File: src/design/fbpa_pkg.sv
`timescale 1ns / 1ps
`default_nettype none
// ----------------------------------------------------------------------------
// fbpa_pkg
// Shared types and constants for the fixed block pool allocator.
// ----------------------------------------------------------------------------
package fbpa_pkg;

    // build defaults
    localparam int DEF_MAX_BLOCKS   = 64;
    localparam int DEF_ADDRESS_BITS = 32;

    // free map is kept in rows of ROW_BITS blocks
    localparam int ROW_BITS  = 8;
    localparam int ROW_SEL_W = 3;

    // register field widths
    localparam int SIZE_W    = 17;
    localparam int BCNT_W    = 7;
    localparam int CFG_IDX_W = 2;

    // width used for block index / count compares
    localparam int CMP_W = 16;

    // register reset values
    localparam logic [SIZE_W-1:0] RST_BLOCK_SIZE  = SIZE_W'(64);
    localparam logic [BCNT_W-1:0] RST_BLOCK_COUNT = BCNT_W'(64);

    // register index map
    localparam logic [CFG_IDX_W-1:0] CFG_BASE  = CFG_IDX_W'(0);
    localparam logic [CFG_IDX_W-1:0] CFG_SIZE  = CFG_IDX_W'(1);
    localparam logic [CFG_IDX_W-1:0] CFG_COUNT = CFG_IDX_W'(2);

    // request kinds
    localparam logic OP_ALLOC = 1'b0;
    localparam logic OP_FREE  = 1'b1;

    typedef enum logic [1:0] {
        ST_OK           = 2'd0,
        ST_EXHAUSTED    = 2'd1,
        ST_OUTSIDE      = 2'd2,
        ST_ALREADY_FREE = 2'd3
    } t_status;

endpackage
`default_nettype wire

File: src/design/fbpa_ram.sv
`timescale 1ns / 1ps
`default_nettype none
// ----------------------------------------------------------------------------
// fbpa_ram
// Generic single-port RAM, registered read.
// ----------------------------------------------------------------------------
module fbpa_ram #(
    parameter int WIDTH = 8,
    parameter int DEPTH = 8,
    localparam int AW   = (DEPTH > 1) ? $clog2(DEPTH) : 1
) (
    input  wire logic             i_clk,
    input  wire logic             i_we,
    input  wire logic [AW-1:0]    i_addr,
    input  wire logic [WIDTH-1:0] i_wdata,
    output logic      [WIDTH-1:0] o_rdata
);

    logic [WIDTH-1:0] r_mem [DEPTH];

    always_ff @(posedge i_clk) begin
        if (i_we) begin
            r_mem[i_addr] <= i_wdata;
        end
        o_rdata <= r_mem[i_addr];
    end

endmodule
`default_nettype wire

File: src/design/fixed_block_pool_allocator.sv
`timescale 1ns / 1ps
`default_nettype none
// ----------------------------------------------------------------------------
// fixed_block_pool_allocator
// Bitmap allocator for a pool of equal-size blocks: allocate / free requests.
// ----------------------------------------------------------------------------
//  Channel   Handshake               Payload
//  -------   ---------------------   ----------------------------------------
//  request   start & !busy           i_operation, i_free_address
//  result    o_done (1-cycle pulse)  o_status, o_block_address, o_free_blocks
//  config    i_cfg_we                i_cfg_index, i_cfg_data
//
//  Sequence: allocate holds busy while it reads and checks each map row
//    scanned (8 blocks a row), then while it forms the address; free
//    holds busy while it divides (one quotient bit per cycle from the
//    restore-divide unit), then reads and updates a map row.
//    o_done rises in the cycle busy falls.
//  Reset: synchronous, active low. After reset, and after every write of
//    block_count, a clearing pass writes ceil(MAX_BLOCKS/8) map rows, one a
//    cycle, with busy held high.
//  The receiver cannot stall: o_done and the payload are valid one cycle.
// ----------------------------------------------------------------------------
module fixed_block_pool_allocator
    import fbpa_pkg::*;
#(
    parameter int MAX_BLOCKS   = DEF_MAX_BLOCKS,
    parameter int ADDRESS_BITS = DEF_ADDRESS_BITS,
    localparam int CNT_W  = $clog2(MAX_BLOCKS + 1),
    localparam int CFG_W  = (ADDRESS_BITS > SIZE_W) ? ADDRESS_BITS : SIZE_W
) (
    input  wire logic                    i_clk,
    input  wire logic                    i_rst_n,
    // request
    input  wire logic                    start,
    output logic                         busy,
    input  wire logic                    i_operation,
    input  wire logic [ADDRESS_BITS-1:0] i_free_address,
    // result
    output logic                         o_done,
    output logic [1:0]                   o_status,
    output logic [ADDRESS_BITS-1:0]      o_block_address,
    output logic [CNT_W-1:0]             o_free_blocks,
    // configuration
    input  wire logic                    i_cfg_we,
    input  wire logic [CFG_IDX_W-1:0]    i_cfg_index,
    input  wire logic [CFG_W-1:0]        i_cfg_data
);

    // map geometry
    localparam int ROWS   = (MAX_BLOCKS + ROW_BITS - 1) / ROW_BITS;
    localparam int ROW_AW = (ROWS > 1) ? $clog2(ROWS) : 1;
    localparam int IDX_W  = ROW_AW + ROW_SEL_W;
    localparam int PROD_W = IDX_W + SIZE_W;
    localparam int STEP_W = $clog2(ADDRESS_BITS);

    typedef enum logic [3:0] {
        S_IDLE,
        S_CLEAR,
        S_ALLOC_RD,
        S_ALLOC_CHK,
        S_ALLOC_MUL,
        S_ALLOC_ADD,
        S_FREE_SUB,
        S_DIV,
        S_FREE_RD,
        S_FREE_WAIT,
        S_FREE_CHK
    } t_state;

    t_state r_state;

    // configuration registers
    logic [ADDRESS_BITS-1:0] r_base;
    logic [SIZE_W-1:0]       r_blk_size;
    logic [BCNT_W-1:0]       r_blk_count;

    // work registers
    logic [CNT_W-1:0]        r_free_total;
    logic [ROW_AW-1:0]       r_row;
    logic [ROW_SEL_W-1:0]    r_bit;
    logic [IDX_W-1:0]        r_idx;
    logic [PROD_W-1:0]       r_prod;
    logic [ADDRESS_BITS-1:0] r_faddr;
    logic [ADDRESS_BITS-1:0] r_quo;     // dividend in, quotient out
    logic [SIZE_W-1:0]       r_rem;
    logic [STEP_W-1:0]       r_step;

    // result registers
    logic                    r_done;
    t_status                 r_status;
    logic [ADDRESS_BITS-1:0] r_baddr;

    // effective size and count
    logic [SIZE_W-1:0] w_size;
    logic [CMP_W-1:0]  w_cnt16;
    logic [CNT_W-1:0]  w_cnt;

    always_comb begin
        w_size = (r_blk_size == '0) ? SIZE_W'(1) : r_blk_size;
        if (r_blk_count == '0) begin
            w_cnt16 = CMP_W'(1);
        end else if (CMP_W'(r_blk_count) > CMP_W'(MAX_BLOCKS)) begin
            w_cnt16 = CMP_W'(MAX_BLOCKS);
        end else begin
            w_cnt16 = CMP_W'(r_blk_count);
        end
        w_cnt = CNT_W'(w_cnt16);
    end

    // free map RAM: one bit per block, 1 = used
    logic                w_ram_we;
    logic [ROW_BITS-1:0] w_ram_wdata;
    logic [ROW_BITS-1:0] w_ram_rdata;

    fbpa_ram #(
        .WIDTH (ROW_BITS),
        .DEPTH (ROWS)
    ) u_map (
        .i_clk   (i_clk),
        .i_we    (w_ram_we),
        .i_addr  (r_row),
        .i_wdata (w_ram_wdata),
        .o_rdata (w_ram_rdata)
    );

    // row scan: lowest free block below the count
    logic [ROW_BITS-1:0]  w_avail;
    logic                 w_hit;
    logic [ROW_SEL_W-1:0] w_sel;
    logic                 w_more_rows;

    always_comb begin
        for (int j = 0; j < ROW_BITS; j++) begin
            w_avail[j] = !w_ram_rdata[j]
                && (CMP_W'({r_row, ROW_SEL_W'(j)}) < w_cnt16);
        end
        w_hit = 1'b0;
        w_sel = '0;
        for (int j = ROW_BITS - 1; j >= 0; j--) begin
            if (w_avail[j]) begin
                w_hit = 1'b1;
                w_sel = ROW_SEL_W'(j);
            end
        end
        w_more_rows = (CMP_W'({r_row, ROW_SEL_W'(0)}) + CMP_W'(ROW_BITS)) < w_cnt16;
    end

    // map write port
    always_comb begin
        w_ram_we    = 1'b0;
        w_ram_wdata = '0;
        unique case (r_state)
            S_CLEAR: begin
                w_ram_we = 1'b1;
            end
            S_ALLOC_CHK: begin
                w_ram_we    = w_hit;
                w_ram_wdata = w_ram_rdata | (ROW_BITS'(1) << w_sel);
            end
            S_FREE_CHK: begin
                w_ram_we    = w_ram_rdata[r_bit];
                w_ram_wdata = w_ram_rdata & ~(ROW_BITS'(1) << r_bit);
            end
            default: begin
                w_ram_we = 1'b0;
            end
        endcase
    end

    // restoring divide step: one quotient bit a cycle
    logic [SIZE_W:0]   w_trial;
    logic              w_ge;
    logic [SIZE_W-1:0] w_rem_next;

    always_comb begin
        w_trial    = {r_rem, r_quo[ADDRESS_BITS-1]};
        w_ge       = w_trial >= {1'b0, w_size};
        w_rem_next = w_ge ? SIZE_W'(w_trial - {1'b0, w_size}) : SIZE_W'(w_trial);
    end

    // sequencer
    always_ff @(posedge i_clk) begin
        if (!i_rst_n) begin
            r_state      <= S_CLEAR;
            r_row        <= '0;
            r_done       <= 1'b0;
            r_status     <= ST_OK;
            r_base       <= '0;
            r_blk_size   <= RST_BLOCK_SIZE;
            r_blk_count  <= RST_BLOCK_COUNT;
            r_free_total <= '0;
        end else begin
            r_done <= 1'b0;
            unique case (r_state)
                S_IDLE: begin
                    if (start) begin
                        r_row   <= '0;
                        r_faddr <= i_free_address;
                        r_state <= (i_operation == OP_FREE) ? S_FREE_SUB : S_ALLOC_RD;
                    end
                end
                S_CLEAR: begin
                    // every block free, count back to the effective block count
                    if (r_row == ROW_AW'(ROWS - 1)) begin
                        r_free_total <= w_cnt;
                        r_row        <= '0;
                        r_state      <= S_IDLE;
                    end else begin
                        r_row <= r_row + ROW_AW'(1);
                    end
                end
                S_ALLOC_RD: begin
                    r_state <= S_ALLOC_CHK;
                end
                S_ALLOC_CHK: begin
                    if (w_hit) begin
                        r_idx        <= {r_row, w_sel};
                        r_free_total <= r_free_total - CNT_W'(1);
                        r_state      <= S_ALLOC_MUL;
                    end else if (w_more_rows) begin
                        r_row   <= r_row + ROW_AW'(1);
                        r_state <= S_ALLOC_RD;
                    end else begin
                        r_status <= ST_EXHAUSTED;
                        r_baddr  <= '0;
                        r_done   <= 1'b1;
                        r_state  <= S_IDLE;
                    end
                end
                S_ALLOC_MUL: begin
                    r_prod  <= PROD_W'(r_idx) * PROD_W'(w_size);
                    r_state <= S_ALLOC_ADD;
                end
                S_ALLOC_ADD: begin
                    // wraps modulo the address width
                    r_baddr  <= r_base + ADDRESS_BITS'(r_prod);
                    r_status <= ST_OK;
                    r_done   <= 1'b1;
                    r_state  <= S_IDLE;
                end
                S_FREE_SUB: begin
                    if (r_faddr < r_base) begin
                        r_status <= ST_OUTSIDE;
                        r_baddr  <= '0;
                        r_done   <= 1'b1;
                        r_state  <= S_IDLE;
                    end else begin
                        r_quo   <= r_faddr - r_base;
                        r_rem   <= '0;
                        r_step  <= STEP_W'(ADDRESS_BITS - 1);
                        r_state <= S_DIV;
                    end
                end
                S_DIV: begin
                    r_rem <= w_rem_next;
                    r_quo <= {r_quo[ADDRESS_BITS-2:0], w_ge};
                    if (r_step == '0) begin
                        r_state <= S_FREE_RD;
                    end else begin
                        r_step <= r_step - STEP_W'(1);
                    end
                end
                S_FREE_RD: begin
                    // index past the count is outside the pool
                    if (r_quo >= ADDRESS_BITS'(w_cnt16)) begin
                        r_status <= ST_OUTSIDE;
                        r_baddr  <= '0;
                        r_done   <= 1'b1;
                        r_state  <= S_IDLE;
                    end else begin
                        r_row   <= r_quo[IDX_W-1:ROW_SEL_W];
                        r_bit   <= r_quo[ROW_SEL_W-1:0];
                        r_state <= S_FREE_WAIT;
                    end
                end
                S_FREE_WAIT: begin
                    // map row read at the new row address
                    r_state <= S_FREE_CHK;
                end
                S_FREE_CHK: begin
                    if (w_ram_rdata[r_bit]) begin
                        r_free_total <= r_free_total + CNT_W'(1);
                        r_status     <= ST_OK;
                    end else begin
                        r_status <= ST_ALREADY_FREE;
                    end
                    r_baddr <= '0;
                    r_done  <= 1'b1;
                    r_row   <= '0;
                    r_state <= S_IDLE;
                end
                default: begin
                    r_state <= S_IDLE;
                end
            endcase

            // register writes are to arrive only while idle; the block does not enforce this
            if (i_cfg_we) begin
                unique case (i_cfg_index)
                    CFG_BASE: begin
                        r_base <= i_cfg_data[ADDRESS_BITS-1:0];
                    end
                    CFG_SIZE: begin
                        r_blk_size <= i_cfg_data[SIZE_W-1:0];
                    end
                    CFG_COUNT: begin
                        r_blk_count <= i_cfg_data[BCNT_W-1:0];
                        r_row       <= '0;
                        r_state     <= S_CLEAR;
                    end
                    default: begin
                        r_base <= r_base;
                    end
                endcase
            end
        end
    end

    assign busy            = (r_state != S_IDLE);
    assign o_done          = r_done;
    assign o_status        = r_status;
    assign o_block_address = r_baddr;
    assign o_free_blocks   = r_free_total;

endmodule
`default_nettype wire
File: config.mk
export PLATFORM = sky130hd
export DESIGN_NAME = fixed_block_pool_allocator
export DESIGN_NICKNAME = d
export VERILOG_FILES = /design/src/design/fbpa_pkg.sv /design/src/design/fbpa_ram.sv /design/src/design/fixed_block_pool_allocator.sv
export SDC_FILE = /design/constraint.sdc
export NUM_CORES = 1
export LEC_CHECK = 0
export BUFFER_PORTS_ARGS = -buffer_cell sky130_fd_sc_hd__buf_2
export CAP_MARGIN = 40
export CORE_MARGIN = 2
export CORE_UTILIZATION = 30
export CTS_CLUSTER_SIZE = 24
export DETAILED_ROUTE_END_ITERATION = 8
export GPL_ROUTABILITY_DRIVEN = 1
export GPL_TIMING_DRIVEN = 1
export HOLD_SLACK_MARGIN = 0.1
export SETUP_SLACK_MARGIN = 0.15
export SYNTH_ARGS = -nofsm -noshare
export SYNTH_HDL_FRONTEND = slang
export SYNTH_HIERARCHICAL = 1
export SYNTH_SLANG_ARGS = --single-unit
export TNS_END_PERCENT = 100
File: constraint.sdc
create_clock -name i_clk -period 8.05 [get_ports i_clk]
set_input_delay 1.61 -clock i_clk [delete_from_list [all_inputs] [get_ports i_clk]]
set_output_delay 1.61 -clock i_clk [all_outputs]
set_load 0.005 [all_outputs]
==> results of run 1 <==
==> cells by family (layout without fill, tap and decap cells) <==
group	after synthesis	count (layout)	share of synthesized area [%]
adders and majority gates	191	191	15.3
muxes	46	46	3.65
other	0	4	0
xor gates and xnor gates	83	83	3.87
buffers and inverters	230	373	4.85
DFF	295	295	42.8
and+or+nand+nor	615	615	15.8
AOI/OAI and AO/OA	414	414	13.7
==> registers in the layout, summed over array words and instances (netlist names) <==
signal / cells
o_free_blocks: 7
r_bit: 3
r_row: 3
r_rem: 17
u_map/r_mem: 64
r_state: 4
u_map/o_rdata: 8
r_base: 32
r_quo: 32
r_prod: 23
r_step: 5
o_block_address: 32
o_status: 2
r_blk_size: 17
r_idx: 6
r_blk_count: 7
r_faddr: 32
o_done: 1
==> metrics by stage <==
step / total power (µW) / area, µm²
finish: 3720 / 21600
CTS: 3760 / 21600
global route: 3860 / 21600
detailed placement: 2060 / 20400
global placement: 2050 / 20200
floorplan: 1950 / 18800
==> placed cells by master, fill, tap and decap left out, drive strengths merged, types with 7 or more instances in the layout <==
| cell | Yosys | final |
|---|---|---|
| nand2 | 216 | 216 |
| edfxtp | 214 | 214 |
| inv | 170 | 175 |
| a21oi | 170 | 170 |
| nor2 | 146 | 146 |
| buf | 14 | 136 |
| ha | 126 | 126 |
| and2 | 84 | 84 |
| o21ai | 83 | 83 |
| dfxtp | 81 | 81 |
| fa | 65 | 65 |
| xnor2 | 50 | 50 |
| clkbuf | 45 | 45 |
| a21o | 44 | 44 |
| xor2 | 33 | 33 |
| nor3 | 33 | 33 |
| nand2b | 24 | 24 |
| mux2i | 22 | 22 |
| nor2b | 20 | 20 |
| a31oi | 18 | 18 |
| nand3 | 17 | 17 |
| nor4 | 14 | 14 |
| mux4 | 14 | 14 |
| o21a | 13 | 13 |
| a211oi | 13 | 13 |
| or3 | 11 | 11 |
| o211ai | 11 | 11 |
| o21bai | 11 | 11 |
| and3 | 11 | 11 |
| nand4 | 10 | 10 |
| clkinv | 1 | 10 |
| mux2 | 10 | 10 |
| nand3b | 7 | 7 |
==> layer usage <==
layer | track usage [%] | vias to the layer above
li1 | - | 6823
met1 | 21.0 | 6813
met2 | 25.8 | 360
met3 | 3.27 | 96
met4 | 4.67 | 12
met5 | 0 | -
==> synth_stat cells (5+ instances only) <==
library cell / count / area share (%)
a211oi_1: 11 / 0.44
a21o_1: 44 / 1.8
a21oi_1: 168 / 4.5
a31oi_1: 18 / 0.60
and2_1: 84 / 2.8
and3_1: 11 / 0.37
buf_2: 5 / 0.13
clkbuf_1: 45 / 0.90
dfxtp_1: 81 / 8.6
edfxtp_1: 214 / 34
fa_1: 65 / 6.9
ha_1: 126 / 8.4
inv_1: 170 / 3.4
mux2_4: 6 / 0.48
mux2i_1: 22 / 1.2
mux4_2: 10 / 1.2
nand2_1: 216 / 4.3
nand2b_1: 24 / 0.80
nand3_1: 16 / 0.43
nand3b_1: 6 / 0.24
nand4_1: 10 / 0.33
nor2_1: 145 / 2.9
nor2b_1: 19 / 0.63
nor3_1: 33 / 0.88
nor4_1: 13 / 0.43
o211ai_1: 11 / 0.44
o21a_1: 12 / 0.48
o21ai_0: 57 / 1.5
o21ai_1: 26 / 0.69
o21bai_1: 10 / 0.40
o31ai_1: 6 / 0.24
or2_2: 5 / 0.17
or3_1: 11 / 0.37
xnor2_1: 50 / 2.3
xor2_1: 33 / 1.5
==> worst paths after layout <==
path	start	depth (start not counted)	to	slack, ns
worst max register to register	r_blk_size[12]	18	r_prod[18]	2.39
worst min register to register	r_blk_size[0]	2	r_blk_size[0]	0.47
worst min-delay path	r_blk_size[0]	2	r_blk_size[0]	0.47
worst max-delay path	r_blk_size[12]	18	r_prod[18]	2.39
==> cell type report <==
class / instances / share of cell area [%]
inverter: 171 / 2.97
sequential: 295 / 37.2
timing repair buffer: 136 / 3.59
clock inverter: 21 / 1.18
tap: 837 / 4.85
clock buffer: 45 / 4.52
antenna: 4 / 0.0463
multi-input combinational: 1349 / 45.6
==> where the power goes <==
group	switching [µW]	internal, µW	leakage, µW
clock	684	1010	0.000601
combinational	200	148	0.00532
sequential	27.2	1660	0.00259
==> worst min-delay path, cell delays in order, from the launching register on <==
cell and delay (ns):
dfxtp_1 0.31, nand2_1 0.05, a21oi_1 0.05
==> impl_metrics.ini, run 1 <==
[sta]
post-route-period-util_pct = 70.3
min_period_ns = 5.66
fmax_mhz = 177
finalClockSkew_ns = 0.0226
slew_headroom_pct = 36.2
fin_hold_ws_ns = 0.466
finalSetupTns_ns = 0
rsz0062_at_grt = false
tightest_slew_ns = 0.948
final_max_slew_viol_count = 0
hold_viol_final = 0
setup_violations = 0
setup_slack_ns = 2.39

[cts]
cts.path.max_buffers = 3
post_cts_resized = 0
postCtsHoldBufs = 0
clk_latency_ns = 0.56
cts_tree = built
cts_root_buffer = clkbuf_16
clk_pin_slew_ns = 0.06
cts_buffers = 36
post_cts_buffers = 0
cts_htree_levels = 2
clock_sinks = 295

[placement]
place_ws_ns = 2.41
io_buffers = 113
place_congestion = 0.883
dp_hpwl_mm = 39.0
dp_cells = 2788

[synthesis]
syn_nets = 2136
synthFlopType = edfxtp_1
ys_types = 90
synth_edf_count = 214
yosys_warnings = 6
syn-cell-area_um2 = 18800
synthArstFlopShare_pct = 0
syn_inst = 1874
synth.ff_latch_count = 295
syn_avg_cell_area_um2 = 10.0
seq_area_frac_synth_pct = 42.8

[route]
routed-wl-met2_mm = 23.4
vias_per_cell = 4.93
first_pass_iters = 5
drt-met1-wl_mm = 23.2
route.detailed.drc = 0
drt_iter0_drc = 884
wl_mm = 51.2
vias = 14100
wl_met3_mm = 3.19
routed.top_layer = met5
drt-wirelength-per-cell_um = 17.9
ant_nets = 0

[critical_path]
critical-path-max-stage-delay_ns = 0.55
crit_top_cell = fa_1
slowest_stage = fa_1
path_class = reg2reg
required_ns = 8.34
crit_family = compound AO/OA/AOI/OAI gates
arrival_ns = 5.94
cp-end-kind = flip-flop
critical_path.max_fanout = 9
critPathBufInv = 2
cp-start-kind = flip-flop
path_cells = nor4_1, a41oi_1, inv_1, nand2_1, fa_1, fa_1, fa_1, inv_1, ha_1, a21oi_1, o21ai_1, o41ai_2, o21ai_1, nand2b_1, a31o_1, a21o_1, a21oi_1, xnor2_1

[floorplan]
die_h_um = 254
initial_core_util_pct = 30.4
core-area_um2 = 61800
boundaryPins = 114
core.rowCount = 91
die_area_um2 = 64700
die_w_um = 254

[worst_hold_path]
hold_class = reg2reg

[layout]
fin_nets = 2251
post-route-util_pct = 35.0
final-seq-area_um2 = 8050
syn_to_final_growth_pct = 15.0
fillers = 6147
fin_cells = 2858
multi_input_area_um2 = 9850
drive_gt1_share_pct = 12.3

[pwr]
ir_drop_uv = 111
leakage_uw = 0.00852
power_density_nw_per_um2 = 172

[global_routing]
grt_first_pass_wirelength_mm = 79.5
grt_pass1_vias = 14100
grt_use_total_pct = 15.8
grt_max_degree = 51
antenna_found_initial = 10
gr-total-overflow = 0

[run]
max_cap_violations = 0

[run_status]
status = finished, final reports clean
No activity file was read; power rests on OpenSTA's default activity.
==> inputs of run 2 (changes only) <==
- clock period: 8.05 -> 5.1 ns (I/O delays scaled with it)
==> impl_metrics.ini, run 2 (same netlist as run 1, synthesis figures left out) <==
[run_status]
status = finished, final reports clean

[global_routing]
grt_use_total_pct = 16.0
grt_pass1_vias = 14300
gr-total-overflow = 0
antenna_found_initial = 9
grt_max_degree = 66
grt_first_pass_wirelength_mm = 80.3

[cts]
clock_sinks = 295
cts_htree_levels = 2
cts_root_buffer = clkbuf_16
clk_pin_slew_ns = 0.06
cts_tree = built
cts_buffers = 34
postCtsHoldBufs = 0
cts.path.max_buffers = 3
clk_latency_ns = 0.57

[critical_path]
arrival_ns = 5.04
r2r_start = r_blk_size[1]
cp-end-kind = flip-flop
critical_path.max_fanout = 5
reg2reg_slack_ns = 0.36
reg2regPathDepth = 21
slowest_stage = fa_1
path_class = reg2reg
cp-start-kind = flip-flop
crit_path_start = r_blk_size[1]
r2r_end = r_prod[19]
critical-path-max-stage-delay_ns = 0.53
path_cells = nor4_2, a41oi_2, buf_4, buf_4, nor2b_1, ha_1, ha_1, inv_1, fa_1, inv_1, fa_2, a21o_1, a21oi_2, nor2b_1, o41a_1, nand2b_1, a31oi_2, a41oi_2, nand2b_1, a21oi_1, xnor2_1
required_ns = 5.40

[placement]
place_ws_ns = 0.0509
dp_hpwl_mm = 39.7
post_dp_cell_area_um2 = 20600
io_buffers = 113
place_congestion = 0.887

[layout]
fin_nets = 2286
largest-register = u_map/r_mem
post-route-util_pct = 35.5
syn_to_final_growth_pct = 16.9
final_cell_mix = 216 x nand2_1, 214 x edfxtp_1, 168 x inv_1
drive_gt1_share_pct = 14.3
stdcell_area_um2 = 22000
largest_reg_flops = 64
mostFrequentLayoutCell = nand2_1

[pwr]
clockPowerShare_pct = 44.6
p_sw_share_pct = 24.3
power_frac_seq_pct = 45.6
p_switching_uw = 1420
p_comb_share_pct = 9.9
ir_drop_uv = 207
power_density_nw_per_um2 = 265
leakage_uw = 0.00871
p_int_uw = 4400
p_total_uw = 5820

[floorplan]
initial_core_util_pct = 30.4
die_h_um = 254
core.rowCount = 91
core-area_um2 = 61800
die_area_um2 = 64700
boundaryPins = 114
die_w_um = 254

[sta]
setup_slack_ns = 0.362
final_max_slew_viol_count = 0
tightest_slew_ns = 0.904
rsz0062_at_grt = true
fmax_mhz = 211
finalClockSkew_ns = 0.0221
slew_headroom_pct = 39.1
setup_violations = 0
post-route-period-util_pct = 92.9
min_period_ns = 4.74
finalSetupTns_ns = 0
hold_viol_final = 0

[worst_hold_path]
hold_end = r_base[28]
hold_class = reg2reg
holdPathStages = 2
min_from = r_base[28]

[route]
wl_mm = 51.5
drt-wirelength-per-cell_um = 17.8
vias = 14200
vias_per_cell = 4.92
route.detailed.drc = 0
ant_nets = 0
drt_iter0_drc = 880
first_pass_iters = 5

[run]
max_cap_violations = 0
[run 2: cell types whose count changed in the layout (fill, tap and decap cells not counted), moves of 2 or more]
cell / change
a21oi_1: -3
a21oi_2: +3
a41oi_1: -2
a41oi_2: +2
buf_4: +36
clkinv_1: +2
clkinv_2: -2
clkinvlp_4: -3
diode_2: -2
inv_6: -2
nor4_1: -4
nor4_2: +2
nor4_4: +2
[run 2: power groups by stage]
stage                     Combinational, µW  Sequential [µW]  Clock [µW]
after global placement                  559             2700           0
after floorplan                         396             2690           0
final                                   574             2650        2590
after global routing                    644             2660        2760
after detailed placement                567             2700           0
after CTS                               575             2650        2660
[run 2: worst max-delay path by stage]
| stage | slack (ns) | end |
|---|---|---|
| global placement | 0.1 | r_prod[18] |
| floorplan | 0.25 | r_prod[18] |
| global route | 0.13 | r_prod[19] |
| detailed placement | 0.05 | r_prod[18] |
| CTS | 0.15 | r_prod[18] |
| finish | 0.36 | r_prod[19] |
[run 2: what timing repair did]
action | CTS | global route
buffers inserted | 1 | 3
hold endpoints to repair | 0 | 0
cloned | 0 | 0
gates resized for setup | 9 | 8
pin swaps | 3 | 9
setup endpoints to repair | 4 | 5
[run 2: area by class of cell]
class	instances	area (µm²)
tap	837	1050
inverter	171	642
fill	6243	39900
clock buffer	45	955
multi-input combinational	1349	9960
clock inverter	17	241
antenna	2	5.00
timing repair buffer	173	1070
sequential	295	8050
[run 2: critical path: cells and delay by family, from the launching register on]
| kind | cells | cell delay, ns |
|---|---|---|
| xor gates and xnor gates | 1 | 0.11 |
| buffers and inverters | 4 | 0.43 |
| adders and majority gates | 4 | 1.46 |
| AOI/OAI and AO/OA | 7 | 1.43 |
| and+or+nand+nor | 5 | 0.73 |
| DFF | 1 | 0.32 |
[run 2: per-layer routing]
layer  routed length [µm]  GRT usage, %
met2                24100          26.4
met1                22500          20.5
met3                 3100          3.39
met5                   80             0
met4                 1740          6.27
[run 2: metrics by stage]
stage	instances	hold slack (ns)
CTS	2883	0.481
global route	2887	0.498
global placement	2816	0.453
floorplan	1874	0.436
finish	2889	0.484
detailed placement	2820	0.461
==> inputs of run 3 (changes only) <==
- SETUP_SLACK_MARGIN: 0.15 -> 0.4
- SYNTH_HIERARCHICAL: 1 -> not set
==> impl_metrics.ini, run 3 <==
[synthesis]
synth-xor-area-share_pct = 3.86
synth_top_area_cell = edfxtp_1
yosys_warnings = 0
syn-cell-area_um2 = 18800
yosys.area_share.adder_pct = 15.3
synthMuxAreaShare_pct = 2.62
synth_compound_area_share_pct = 13.7
synthFlopType = edfxtp_1
syn_inst = 1933
synth_top_family_by_area = simple AND/OR/NAND/NOR gates
syn_avg_cell_area_um2 = 9.75
synth_common_cells = 220 x nand2_1, 214 x edfxtp_1, 177 x a21oi_1
synthArstFlopShare_pct = 0
synth_top_cell_area_share_pct = 34.1
yosys-top-cells-area = edfxtp_1 34%, dfxtp_1 8.6%, ha_1 8.4%
synth.ff_latch_count = 295
ys_types = 84
synthSimpleGateAreaFrac_pct = 16.9
synth.most_common_cell = nand2_1
synth_edf_count = 214
syn_nets = 2195
seq_area_frac_synth_pct = 42.7

[sta]
min_period_ns = 4.70
slew_headroom_pct = 41.9
setup_slack_ns = 0.404
finalClockSkew_ns = 0.0263
rsz0062_at_grt = true
fmax_mhz = 213
setup_violations = 0
hold_viol_final = 0
final_max_slew_viol_count = 0
finalSetupTns_ns = 0
post-route-period-util_pct = 92.1
tightest_slew_ns = 0.872

[route]
drt-wirelength-per-cell_um = 17.4
wl_mm = 51.1
first_pass_iters = 5
route.detailed.drc = 0
vias_per_cell = 4.91
vias = 14400
ant_nets = 0
drt_iter0_drc = 1032

[critical_path]
reg2reg_slack_ns = 0.40
cp-start-kind = flip-flop
cp-end-kind = flip-flop
critical_path.max_fanout = 3
critical-path-max-stage-delay_ns = 0.51
crit_top_cell = fa_1
critPathBufInv = 2
path_class = reg2reg
reg2regPathDepth = 18
slowest_stage = fa_1
required_ns = 5.39
arrival_ns = 4.99
crit_family = adder cells
path_cells = nor4_4, a41oi_2, inv_1, nand2_2, fa_1, fa_1, fa_1, inv_2, ha_4, a21o_1, a21oi_4, o31ai_4, o221a_1, a41o_1, or4_4, a31o_1, a21oi_2, xor2_1
cp.depth = 18

[global_routing]
grt_first_pass_wirelength_mm = 78.7
grt_pass1_vias = 14200
antenna_found_initial = 10
grt_max_degree = 58
grt_use_total_pct = 15.6
gr-total-overflow = 0

[cts]
cts_buffers = 35
cts_root_buffer = clkbuf_16
clk_pin_slew_ns = 0.06
clk_latency_ns = 0.55
cts_tree = built
cts.path.max_buffers = 3
clock_sinks = 295
cts_htree_levels = 2

[layout]
largest_reg_flops = 64
stdcell_area_um2 = 22200
final_cell_mix = 219 x nand2_1, 214 x edfxtp_1, 175 x nor2_1, 175 x a21oi_1, 165 x inv_1
syn_to_final_growth_pct = 17.9
post-route-util_pct = 35.9
fillers = 6216
mostFrequentLayoutCell = nand2_1
fin_nets = 2342
final-seq-area_um2 = 8060
largest-register = u_map.r_mem
drive_gt1_share_pct = 15.3
diodes = 0
multi_input_area_um2 = 10100

[floorplan]
core.rowCount = 91
die_h_um = 255
die_area_um2 = 64800
boundaryPins = 114
initial_core_util_pct = 30.4
die_w_um = 255
core-area_um2 = 61900

[run_status]
status = finished, final reports clean

[pwr]
leakage_uw = 0.00872
power_density_nw_per_um2 = 272
ir_drop_uv = 239

[worst_hold_path]
holdPathStages = 2
hold_class = reg2reg

[run]
max_cap_violations = 0

[placement]
place_ws_ns = 0.121
dp_hpwl_mm = 38.5
io_buffers = 113
place_congestion = 0.872
post_dp_cell_area_um2 = 20600
[run 3: area by class of cell]
class | count | area share, %
clock inverters | 18 | 1.08
inverters | 174 | 2.94
flip-flops and latches | 295 | 36.3
repair buffers | 183 | 5.06
well taps | 837 | 4.71
multi-input cells | 1391 | 45.4
clock buffers | 46 | 4.54
[run 3: path summary, 6_finish.rpt]
check	to	startpoint
worst max-delay path	r_prod[22]	r_blk_size[11]
worst min-delay path	o_status[0]	o_status[0]
worst max register to register	r_prod[22]	r_blk_size[11]
worst min register to register	o_status[0]	o_status[0]
[run 3: tightest hold or removal path: stages, from the launching register on]
cell     delay (ns)
dfxtp_1        0.31
nand2_1        0.05
mux2i_1        0.05
[run 3: report_power, final]
part | leakage (µW) | internal (µW) | switching (µW) | total (µW)
Combinational | 0.00550 | 290 | 401 | 692
Sequential | 0.00261 | 2630 | 47.4 | 2680
Clock | 0.000608 | 1660 | 1030 | 2690
[run 3: kinds of logic (layout without fill, tap and decap cells)]
group                      Yosys count  in the layout
buffers and inverters              247            421
xor gates and xnor gates            83             83
muxes                               35             35
and+or+nand+nor                    669            669
adders and majority gates          191            191
DFF                                295            295
AOI/OAI and AO/OA                  413            413
[run 3: metrics by stage]
stage	std cells	total power (µW)	hold WS, ns
finish	2944	6050	0.457
global route	2944	6280	0.466
CTS	2934	6090	0.457
detailed placement	2852	3390	0.449
global placement	2851	3380	0.451
floorplan	1933	3170	0.448
[run 3: repair_timing]
item | in CTS | in global routing
setup endpoints to repair | 5 | 6
cloned | 0 | 0
pin swaps | 18 | 33
buffers inserted | 18 | 10
resized for setup | 10 | 32
hold buffers | 0 | 0
[run 3: metal layers]
metal / wire (µm) / vias to the layer above / global-route usage [%]
met5: 105 / - / 0
met4: 1200 / 18 / 4.29
met3: 3650 / 84 / 4.07
met2: 22400 / 353 / 24.2
met1: 23800 / 6945 / 21.3
li1: - / 7047 / -
